`config.mk`:
```
export PLATFORM = sky130hd
export DESIGN_NAME = capture_stream_av_demux
export DESIGN_NICKNAME = d
export VERILOG_FILES = /design/src/sv/csad_pkg.sv /design/src/sv/csad_front.sv /design/src/sv/csad_queue.sv /design/src/sv/csad_back.sv /design/src/sv/capture_stream_av_demux.sv
export SDC_FILE = /design/constraint.sdc
export NUM_CORES = 1
export LEC_CHECK = 0
export ABC_CLOCK_PERIOD_IN_PS = 14740
export BUFFER_PORTS_ARGS = -buffer_cell sky130_fd_sc_hd__buf_2
export CORE_MARGIN = 2
export CORE_UTILIZATION = 25
export DETAILED_ROUTE_END_ITERATION = 10
export PLACE_DENSITY_LB_ADDON = 0.3
export SYNTH_ARGS = -nofsm -noshare
export SYNTH_HDL_FRONTEND = slang
export SYNTH_HIERARCHICAL = 1
export SYNTH_SLANG_ARGS = --single-unit
export TNS_END_PERCENT = 50
```
`constraint.sdc`:
```
create_clock -name i_clk -period 14.74 [get_ports i_clk]
set_input_delay 2.211 -clock i_clk [delete_from_list [all_inputs] [get_ports i_clk]]
set_output_delay 2.211 -clock i_clk [all_outputs]
set_load 0.05 [all_outputs]
```
`src/sv/csad_pkg.sv`:
```
// Shared types, codes and reset constants for the capture stream A/V demux.
// No dependencies; used by every csad_* module and the top level.
package csad_pkg;

    localparam int unsigned COUNT_WIDTH_DEF = 24;
    localparam int unsigned QUEUE_DEPTH_DEF = 4;

    localparam int unsigned WORD_W   = 32;
    localparam int unsigned FRAME_W  = 24;
    localparam int unsigned CFG_IDX_W = 2;

    localparam logic [WORD_W-1:0]  VIDEO_END_RST   = 32'hC1FF_FF00;
    localparam logic [WORD_W-1:0]  AUDIO_START_RST = 32'h58FF_FF00;
    localparam logic [WORD_W-1:0]  AUDIO_END_RST   = 32'h0000_0000;
    localparam logic [FRAME_W-1:0] MIN_WORDS_RST   = 24'h00_0000;

    typedef enum logic [CFG_IDX_W-1:0] {
        CFG_VIDEO_END   = 2'd0,
        CFG_AUDIO_START = 2'd1,
        CFG_AUDIO_END   = 2'd2,
        CFG_MIN_WORDS   = 2'd3
    } t_cfg_idx;

    typedef enum logic [1:0] {
        KIND_VIDEO     = 2'd0,
        KIND_AUDIO     = 2'd1,
        KIND_VIDEO_END = 2'd2,
        KIND_AUDIO_END = 2'd3
    } t_kind;

    typedef enum logic [1:0] {
        MODE_VIDEO = 2'd0,
        MODE_PAD   = 2'd1,
        MODE_AUDIO = 2'd2
    } t_mode;

    typedef struct packed {
        logic [FRAME_W-1:0] frame_words;
        t_kind              kind;
        logic [WORD_W-1:0]  out_word;
    } t_result;

endpackage

```
`src/sv/csad_front.sv`:
```
// Front end: takes capture words, tracks mode and video count, classifies
// each word and pushes at most one result into the queue. Uses csad_pkg.
module csad_front #(
    parameter int unsigned COUNT_WIDTH = csad_pkg::COUNT_WIDTH_DEF
) (
    input  logic                              i_clk,
    input  logic                              i_rst_n,
    input  logic                              i_cfg_we,
    input  logic [csad_pkg::CFG_IDX_W-1:0]    i_cfg_idx,
    input  logic [csad_pkg::WORD_W-1:0]       i_cfg_data,
    input  logic                              i_valid,
    input  logic [csad_pkg::WORD_W-1:0]       i_word,
    input  logic                              i_room,
    output logic                              o_ready,
    output logic                              o_push,
    output csad_pkg::t_result                 o_item
);

    localparam int unsigned EXT_W = 33;

    logic [csad_pkg::WORD_W-1:0]  r_video_end;
    logic [csad_pkg::WORD_W-1:0]  r_audio_start;
    logic [csad_pkg::WORD_W-1:0]  r_audio_end;
    logic [csad_pkg::FRAME_W-1:0] r_min_words;

    csad_pkg::t_mode        r_mode, n_mode;
    logic [COUNT_WIDTH-1:0] r_count, n_count;

    logic                   accept;
    logic [EXT_W-1:0]       count_ext;
    logic                   frame_ok;
    logic [csad_pkg::FRAME_W-1:0] frame_clamped;

    assign o_ready = i_room;
    assign accept  = i_valid && i_room;

    assign count_ext = EXT_W'(r_count);
    assign frame_ok  = count_ext >= EXT_W'(r_min_words);
    // count may be wider than the reported field: clamp
    assign frame_clamped = (count_ext > EXT_W'({csad_pkg::FRAME_W{1'b1}}))
                         ? {csad_pkg::FRAME_W{1'b1}}
                         : count_ext[csad_pkg::FRAME_W-1:0];

    always_ff @(posedge i_clk) begin
        if (!i_rst_n) begin
            r_video_end   <= csad_pkg::VIDEO_END_RST;
            r_audio_start <= csad_pkg::AUDIO_START_RST;
            r_audio_end   <= csad_pkg::AUDIO_END_RST;
            r_min_words   <= csad_pkg::MIN_WORDS_RST;
        end else if (i_cfg_we) begin
            unique case (csad_pkg::t_cfg_idx'(i_cfg_idx))
                csad_pkg::CFG_VIDEO_END:   r_video_end   <= i_cfg_data;
                csad_pkg::CFG_AUDIO_START: r_audio_start <= i_cfg_data;
                csad_pkg::CFG_AUDIO_END:   r_audio_end   <= i_cfg_data;
                csad_pkg::CFG_MIN_WORDS:   r_min_words   <= i_cfg_data[csad_pkg::FRAME_W-1:0];
                default: ;
            endcase
        end
    end

    always_ff @(posedge i_clk) begin
        if (!i_rst_n) begin
            r_mode  <= csad_pkg::MODE_VIDEO;
            r_count <= '0;
        end else begin
            r_mode  <= n_mode;
            r_count <= n_count;
        end
    end

    always_comb begin
        n_mode             = r_mode;
        n_count            = r_count;
        o_push             = 1'b0;
        o_item.out_word    = '0;
        o_item.kind        = csad_pkg::KIND_VIDEO;
        o_item.frame_words = '0;
        if (accept) begin
            unique case (r_mode)
                csad_pkg::MODE_PAD: begin
                    // padding word is dropped whatever its value
                    n_mode = csad_pkg::MODE_AUDIO;
                end
                csad_pkg::MODE_AUDIO: begin
                    o_push = 1'b1;
                    if (i_word == r_audio_end) begin
                        n_mode      = csad_pkg::MODE_VIDEO;
                        o_item.kind = csad_pkg::KIND_AUDIO_END;
                    end else begin
                        o_item.kind     = csad_pkg::KIND_AUDIO;
                        o_item.out_word = i_word;
                    end
                end
                default: begin
                    // video mode; the unused code behaves the same
                    n_mode = csad_pkg::MODE_VIDEO;
                    if (i_word == r_video_end) begin
                        if (frame_ok) begin
                            o_push             = 1'b1;
                            o_item.kind        = csad_pkg::KIND_VIDEO_END;
                            o_item.frame_words = frame_clamped;
                            n_count            = '0;
                        end
                    end else if (i_word == r_audio_start) begin
                        n_mode = csad_pkg::MODE_PAD;
                    end else begin
                        if (r_count != {COUNT_WIDTH{1'b1}}) begin
                            n_count = r_count + COUNT_WIDTH'(1);
                        end
                        o_push          = 1'b1;
                        o_item.out_word = i_word;
                    end
                end
            endcase
        end
    end

    a_pad_dropped: assert property (@(posedge i_clk) disable iff (!i_rst_n)
        (accept && r_mode == csad_pkg::MODE_PAD) |-> !o_push)
        else $error("padding word produced a result");

    a_pad_to_audio: assert property (@(posedge i_clk) disable iff (!i_rst_n)
        (accept && r_mode == csad_pkg::MODE_PAD) |=> (r_mode == csad_pkg::MODE_AUDIO))
        else $error("padding skip did not enter audio mode");

    a_frame_clears: assert property (@(posedge i_clk) disable iff (!i_rst_n)
        (o_push && o_item.kind == csad_pkg::KIND_VIDEO_END) |=> (r_count == '0))
        else $error("video count not cleared after frame end");

    a_push_needs_room: assert property (@(posedge i_clk) disable iff (!i_rst_n)
        o_push |-> (i_room && i_valid))
        else $error("push without accepted word");

endmodule

```
`src/sv/csad_queue.sv`:
```
// Short result queue between the front and back ends.
// Register-based FIFO of csad_pkg::t_result entries.
module csad_queue #(
    parameter int unsigned DEPTH = csad_pkg::QUEUE_DEPTH_DEF
) (
    input  logic              i_clk,
    input  logic              i_rst_n,
    input  logic              i_push,
    input  csad_pkg::t_result i_item,
    input  logic              i_pop,
    output logic              o_room,
    output logic              o_nonempty,
    output csad_pkg::t_result o_item
);

    localparam int unsigned PTR_W = (DEPTH > 1) ? $clog2(DEPTH) : 1;
    localparam int unsigned CNT_W = $clog2(DEPTH + 1);

    csad_pkg::t_result r_mem [DEPTH];
    logic [PTR_W-1:0]  r_wr_ptr, r_rd_ptr;
    logic [CNT_W-1:0]  r_count;

    function automatic logic [PTR_W-1:0] next_ptr(input logic [PTR_W-1:0] p);
        return (p == PTR_W'(DEPTH - 1)) ? '0 : p + PTR_W'(1);
    endfunction

    assign o_room     = r_count != CNT_W'(DEPTH);
    assign o_nonempty = r_count != '0;
    assign o_item     = r_mem[r_rd_ptr];

    always_ff @(posedge i_clk) begin
        if (i_push) begin
            r_mem[r_wr_ptr] <= i_item;
        end
    end

    always_ff @(posedge i_clk) begin
        if (!i_rst_n) begin
            r_wr_ptr <= '0;
            r_rd_ptr <= '0;
            r_count  <= '0;
        end else begin
            if (i_push) r_wr_ptr <= next_ptr(r_wr_ptr);
            if (i_pop)  r_rd_ptr <= next_ptr(r_rd_ptr);
            case ({i_push, i_pop})
                2'b10:   r_count <= r_count + CNT_W'(1);
                2'b01:   r_count <= r_count - CNT_W'(1);
                default: r_count <= r_count;
            endcase
        end
    end

    a_no_overflow: assert property (@(posedge i_clk) disable iff (!i_rst_n)
        i_push |-> o_room)
        else $error("queue push while full");

    a_no_underflow: assert property (@(posedge i_clk) disable iff (!i_rst_n)
        i_pop |-> o_nonempty)
        else $error("queue pop while empty");

    a_count_bound: assert property (@(posedge i_clk) disable iff (!i_rst_n)
        r_count <= CNT_W'(DEPTH))
        else $error("queue count beyond depth");

endmodule

```
`src/sv/csad_back.sv`:
```
// Back end: output register that drains the result queue onto the
// master stream and packs result fields. Uses csad_pkg.
module csad_back (
    input  logic              i_clk,
    input  logic              i_rst_n,
    input  logic              i_nonempty,
    input  csad_pkg::t_result i_item,
    output logic              o_pop,
    output logic              o_valid,
    input  logic              i_ready,
    output logic [55:0]       o_data,
    output logic [1:0]        o_user
);

    logic              r_valid;
    csad_pkg::t_result r_item;

    // refill when empty or the held request is taken this cycle
    assign o_pop = i_nonempty && (!r_valid || i_ready);

    always_ff @(posedge i_clk) begin
        if (!i_rst_n) begin
            r_valid <= 1'b0;
        end else if (o_pop) begin
            r_valid <= 1'b1;
        end else if (i_ready) begin
            r_valid <= 1'b0;
        end
    end

    always_ff @(posedge i_clk) begin
        if (o_pop) begin
            r_item <= i_item;
        end
    end

    assign o_valid = r_valid;
    assign o_data  = {r_item.frame_words, r_item.out_word};
    assign o_user  = r_item.kind;

endmodule

```
`src/sv/capture_stream_av_demux.sv`:
```
// Top level of the capture stream A/V demux: front end, result queue, back end.
// Depends on csad_pkg, csad_front, csad_queue, csad_back.
//
// Channel   Dir  Signals                       Contents
// s_axis    in   tvalid/tready/tdata[31:0]     word
// m_axis    out  tvalid/tready/tdata/tuser     tdata: out_word, frame_words; tuser: kind
// cfg       in   we/idx[1:0]/data[31:0]        marker and min size registers
//
// One capture word is taken per clock while the result queue has room.
// A result is written into the queue when its word is taken and then moves to
// the output register, from which it shows on m_axis; padding, audio start
// and short-frame end markers produce no result. Input tready drops only when
// the queue is full, i.e. after QUEUE_DEPTH results wait behind a stalled output.
// Synchronous active-low reset returns to video mode with a zero count.
module capture_stream_av_demux #(
    parameter int unsigned COUNT_WIDTH = csad_pkg::COUNT_WIDTH_DEF,
    parameter int unsigned QUEUE_DEPTH = csad_pkg::QUEUE_DEPTH_DEF
) (
    input  logic        i_clk,
    input  logic        i_rst_n,
    input  logic        i_cfg_we,
    input  logic [1:0]  i_cfg_idx,
    input  logic [31:0] i_cfg_data,
    input  logic        i_s_axis_tvalid,
    output logic        o_s_axis_tready,
    input  logic [31:0] i_s_axis_tdata,   // [31:0] word
    output logic        o_m_axis_tvalid,
    input  logic        i_m_axis_tready,
    output logic [55:0] o_m_axis_tdata,   // [31:0] out_word, [55:32] frame_words
    output logic [1:0]  o_m_axis_tuser    // [1:0] kind
);

    logic              push, room, pop, nonempty;
    csad_pkg::t_result push_item, head_item;

    csad_front #(
        .COUNT_WIDTH (COUNT_WIDTH)
    ) u_front (
        .i_clk      (i_clk),
        .i_rst_n    (i_rst_n),
        .i_cfg_we   (i_cfg_we),
        .i_cfg_idx  (i_cfg_idx),
        .i_cfg_data (i_cfg_data),
        .i_valid    (i_s_axis_tvalid),
        .i_word     (i_s_axis_tdata),
        .i_room     (room),
        .o_ready    (o_s_axis_tready),
        .o_push     (push),
        .o_item     (push_item)
    );

    csad_queue #(
        .DEPTH (QUEUE_DEPTH)
    ) u_queue (
        .i_clk      (i_clk),
        .i_rst_n    (i_rst_n),
        .i_push     (push),
        .i_item     (push_item),
        .i_pop      (pop),
        .o_room     (room),
        .o_nonempty (nonempty),
        .o_item     (head_item)
    );

    csad_back u_back (
        .i_clk      (i_clk),
        .i_rst_n    (i_rst_n),
        .i_nonempty (nonempty),
        .i_item     (head_item),
        .o_pop      (pop),
        .o_valid    (o_m_axis_tvalid),
        .i_ready    (i_m_axis_tready),
        .o_data     (o_m_axis_tdata),
        .o_user     (o_m_axis_tuser)
    );

endmodule
```
==> results.yml <==
power:
  power.density_nw_per_um2: 172
  p_leak_nw: 7.54
  peakVddDrop_v: 0.000161
synthesis:
  syn-cell-area_um2: 18300
  ys_seq_elements: 446
  synth-edff-count: 290
  async_reset_ff_share_pct: 0
  ys_warn_count: 6
  yosysSeqAreaShare_pct: 64.5
  syn-num-nets: 1533
  syn_avg_cell_area_um2: 12.8
  yosys_most_used_dff: "edfxtp_1"
  synthCells: 1428
  synthDistinctLibCells: 58
cells_and_area:
  fill_cells: 7402
  final_area_um2: 21600
  area_growth_pct: 17.6
  drive_above_1_share_pct: 18.6
  nNetsFinal: 1655
clock_tree:
  cts_tree: "built"
  clk_path_buf_depth: 3
  post_cts_buffers: 0
  clock-sinks: 446
  htreeDepth: 2
  clk_latency_ns: 0.59
  clkTransAtPathRegs_ns: 0.06
  hold_buffers: 0
  cts_buffers: 46
  clockRootBuffer: "clkbuf_16"
  cts-resized-gates: 0
timing:
  relSlewSlack_pct: 28.2
  setup_violations: 0
  fin_worst_skew_ns: 0.0279
  post-route-min-period_ns: 5.96
  tns_ns: 0
  tightest_slew_ns: 1.07
  final_max_slew_viol_count: 0
  hold_viol_final: 0
  rsz0062_at_grt: "no"
  max_freq_mhz: 168
  finalCritPeriodShare_pct: 40.4
route:
  wire_per_inst_um: 19.9
  drt-total-wl_um: 50900
  vias_per_cell: 4.54
  dr.pass1.iters: 7
  ant_nets: 0
  drt_iter0_drc: 753
  post-route-drc-count: 0
  num_vias: 11600
run_status:
  status: "finished clean"
placed_design:
  gp_congestion: 0.792
  dp_hpwl_um: 33300
  port_buffers: 130
  placed_cell_area_um2: 20000
grt:
  overflow: 0
  grt_max_degree: 87
  grt_pass1_wl_um: 75100
  grt_antenna_before_repair: 19
  groute.usage.overall_pct: 13.4
  grt_pass1_vias: 11600
setup_path:
  critPathMaxFanout: 48
  cp.required_ns: 14.94
  critical_path_class: "in2reg"
  r2r_start: "u_front/r_video_end[29]"
  end_kind: "flip-flop"
  cp.arrival_ns: 6.16
  startpoint: "i_s_axis_tdata[29]"
  startpoint_type: "input port"
floorplanning:
  die_w_um: 275
  rows: 99
  die-area_um2: 75500
  core_area_um2: 72800
  start_util_pct: 25.2
  die_h_um: 275
  io_pins: 131
run:
  cap_violations: 0
min_path:
  worstHoldStart: "u_front/r_min_words[13]"
  hp-class: "reg2reg"
## synthesized netlist by cell type (5+ instances only)
cell / number / area share [%]
a21oi_1: 99 / 2.7
a32oi_1: 6 / 0.29
and2_1: 56 / 1.9
and3_1: 6 / 0.20
buf_2: 9 / 0.25
clkbuf_1: 45 / 0.92
dfxtp_1: 156 / 17
edfxtp_1: 290 / 47
ha_1: 33 / 2.3
inv_1: 42 / 0.86
mux2i_1: 5 / 0.27
mux4_2: 58 / 7.1
nand2_1: 283 / 5.8
nand3_1: 79 / 2.2
nand3b_1: 8 / 0.33
nand4_1: 32 / 1.1
nor2_1: 23 / 0.47
nor2b_1: 6 / 0.20
nor4_1: 13 / 0.44
o211ai_1: 6 / 0.25
o21ai_0: 11 / 0.30
xnor2_1: 65 / 3.1
xor2_1: 33 / 1.6
## per-layer routing
metal | track usage [%] | vias up | wire, um | share of wire (%)
met5 | 0 | - | 140 | 0.28
met4 | 4.45 | 24 | 1430 | 2.8
met3 | 3.60 | 91 | 3860 | 7.6
met2 | 21.6 | 320 | 23700 | 47
met1 | 17.4 | 5761 | 21700 | 43
li1 | - | 5375 | - | -
## area by class of cell
class / count / area [um^2] / share of cell area (%)
sequential: 446 / 11800 / 54.9
multi-input combinational: 871 / 6030 / 28.0
clock buffer: 58 / 1260 / 5.83
tap: 959 / 1200 / 5.56
timing repair buffer: 142 / 741 / 3.43
clock inverter: 27 / 329 / 1.53
inverter: 43 / 161 / 0.748
antenna: 5 / 12.5 / 0.0580
## report_power, final
| part | leakage (nW) | total, W | switching [W] | internal [W] |
|---|---|---|---|---|
| combinational | 2.69 | 0.000864 | 0.000617 | 0.000247 |
| clock | 0.775 | 0.00122 | 0.000494 | 0.000729 |
| sequential | 4.07 | 0.00163 | 0.0000747 | 0.00156 |
| total | 7.54 | 0.00372 | 0.00119 | 0.00253 |
## worst max-delay path, stage by stage
cell and delay (ns):
buf_2 0.17, xnor2_1 0.32, nand4_1 0.18, nor4_1 0.75, nand2_1 0.48, a21oi_1 0.32, a2bb2oi_1 0.48, and2_2 0.47
buf_4 0.64
## final timing paths
check / depth (start not counted) / to / slack [ns]
max reg2reg: 8 / u_queue/r_mem[0][43] / 10.26
min: 2 / u_front/r_min_words[13] / 0.46
max: 9 / u_queue/r_mem[0][43] / 8.78
min reg2reg: 2 / u_front/r_min_words[13] / 0.46
## state kept, by name (all words and copies together), names as in the netlist, named ones only
name / flops
u_front/r_count: 24
u_front/r_audio_start: 32
u_front/r_audio_end: 32
u_front/r_mode: 2
u_front/r_min_words: 24
u_front/r_video_end: 32
u_queue/r_mem: 232
u_queue/r_rd_ptr: 2
u_back/o_user: 2
u_back/o_data: 56
u_queue/r_wr_ptr: 2
u_queue/r_count: 3
u_back/o_valid: 1
## layout by cell type, fill, tap and decap left out, types with 22 or more instances in the layout
master     netlist  final
xnor2_1         65     65
buf_2            9    130
ha_1            33     33
a21oi_1         99     97
nand4_1         32     32
and2_1          56     52
nand3_1         79     79
edfxtp_1       290    290
clkbuf_16        0     47
xor2_1          33     33
nor2_1          23     22
dfxtp_1        156    154
nand2_1        283    283
mux4_2          58     58
inv_1           42     42
## stage by stage
stage               worst slack [ns]  hold WS, ns  total power (W)  cells  util (%)
finish                          8.78        0.458          0.00372   2551      29.6
global route                    8.62        0.484          0.00387   2549      29.6
CTS                             8.79        0.461          0.00379   2546      29.6
detailed placement              8.19        0.452          0.00255   2461      27.4
global placement                8.20        0.450          0.00254   2461      27.4
floorplan                       8.16        0.436          0.00229   1428         -
## kinds of logic (layout without fill, tap and decap cells)
family                     count (synthesis)  after routing  synth area share, %
DFF                                      446            446                 64.5
buffers and inverters                    111            270                 2.77
xor gates and xnor gates                  98             98                 4.68
muxes                                     63             63                 7.40
AOI/OAI and AO/OA                        142            142                 4.46
and+or+nand+nor                          534            534                 13.8
other                                      0              5                    0
adders and majority gates                 34             34                 2.36
Power figures use the tool's default switching activity.
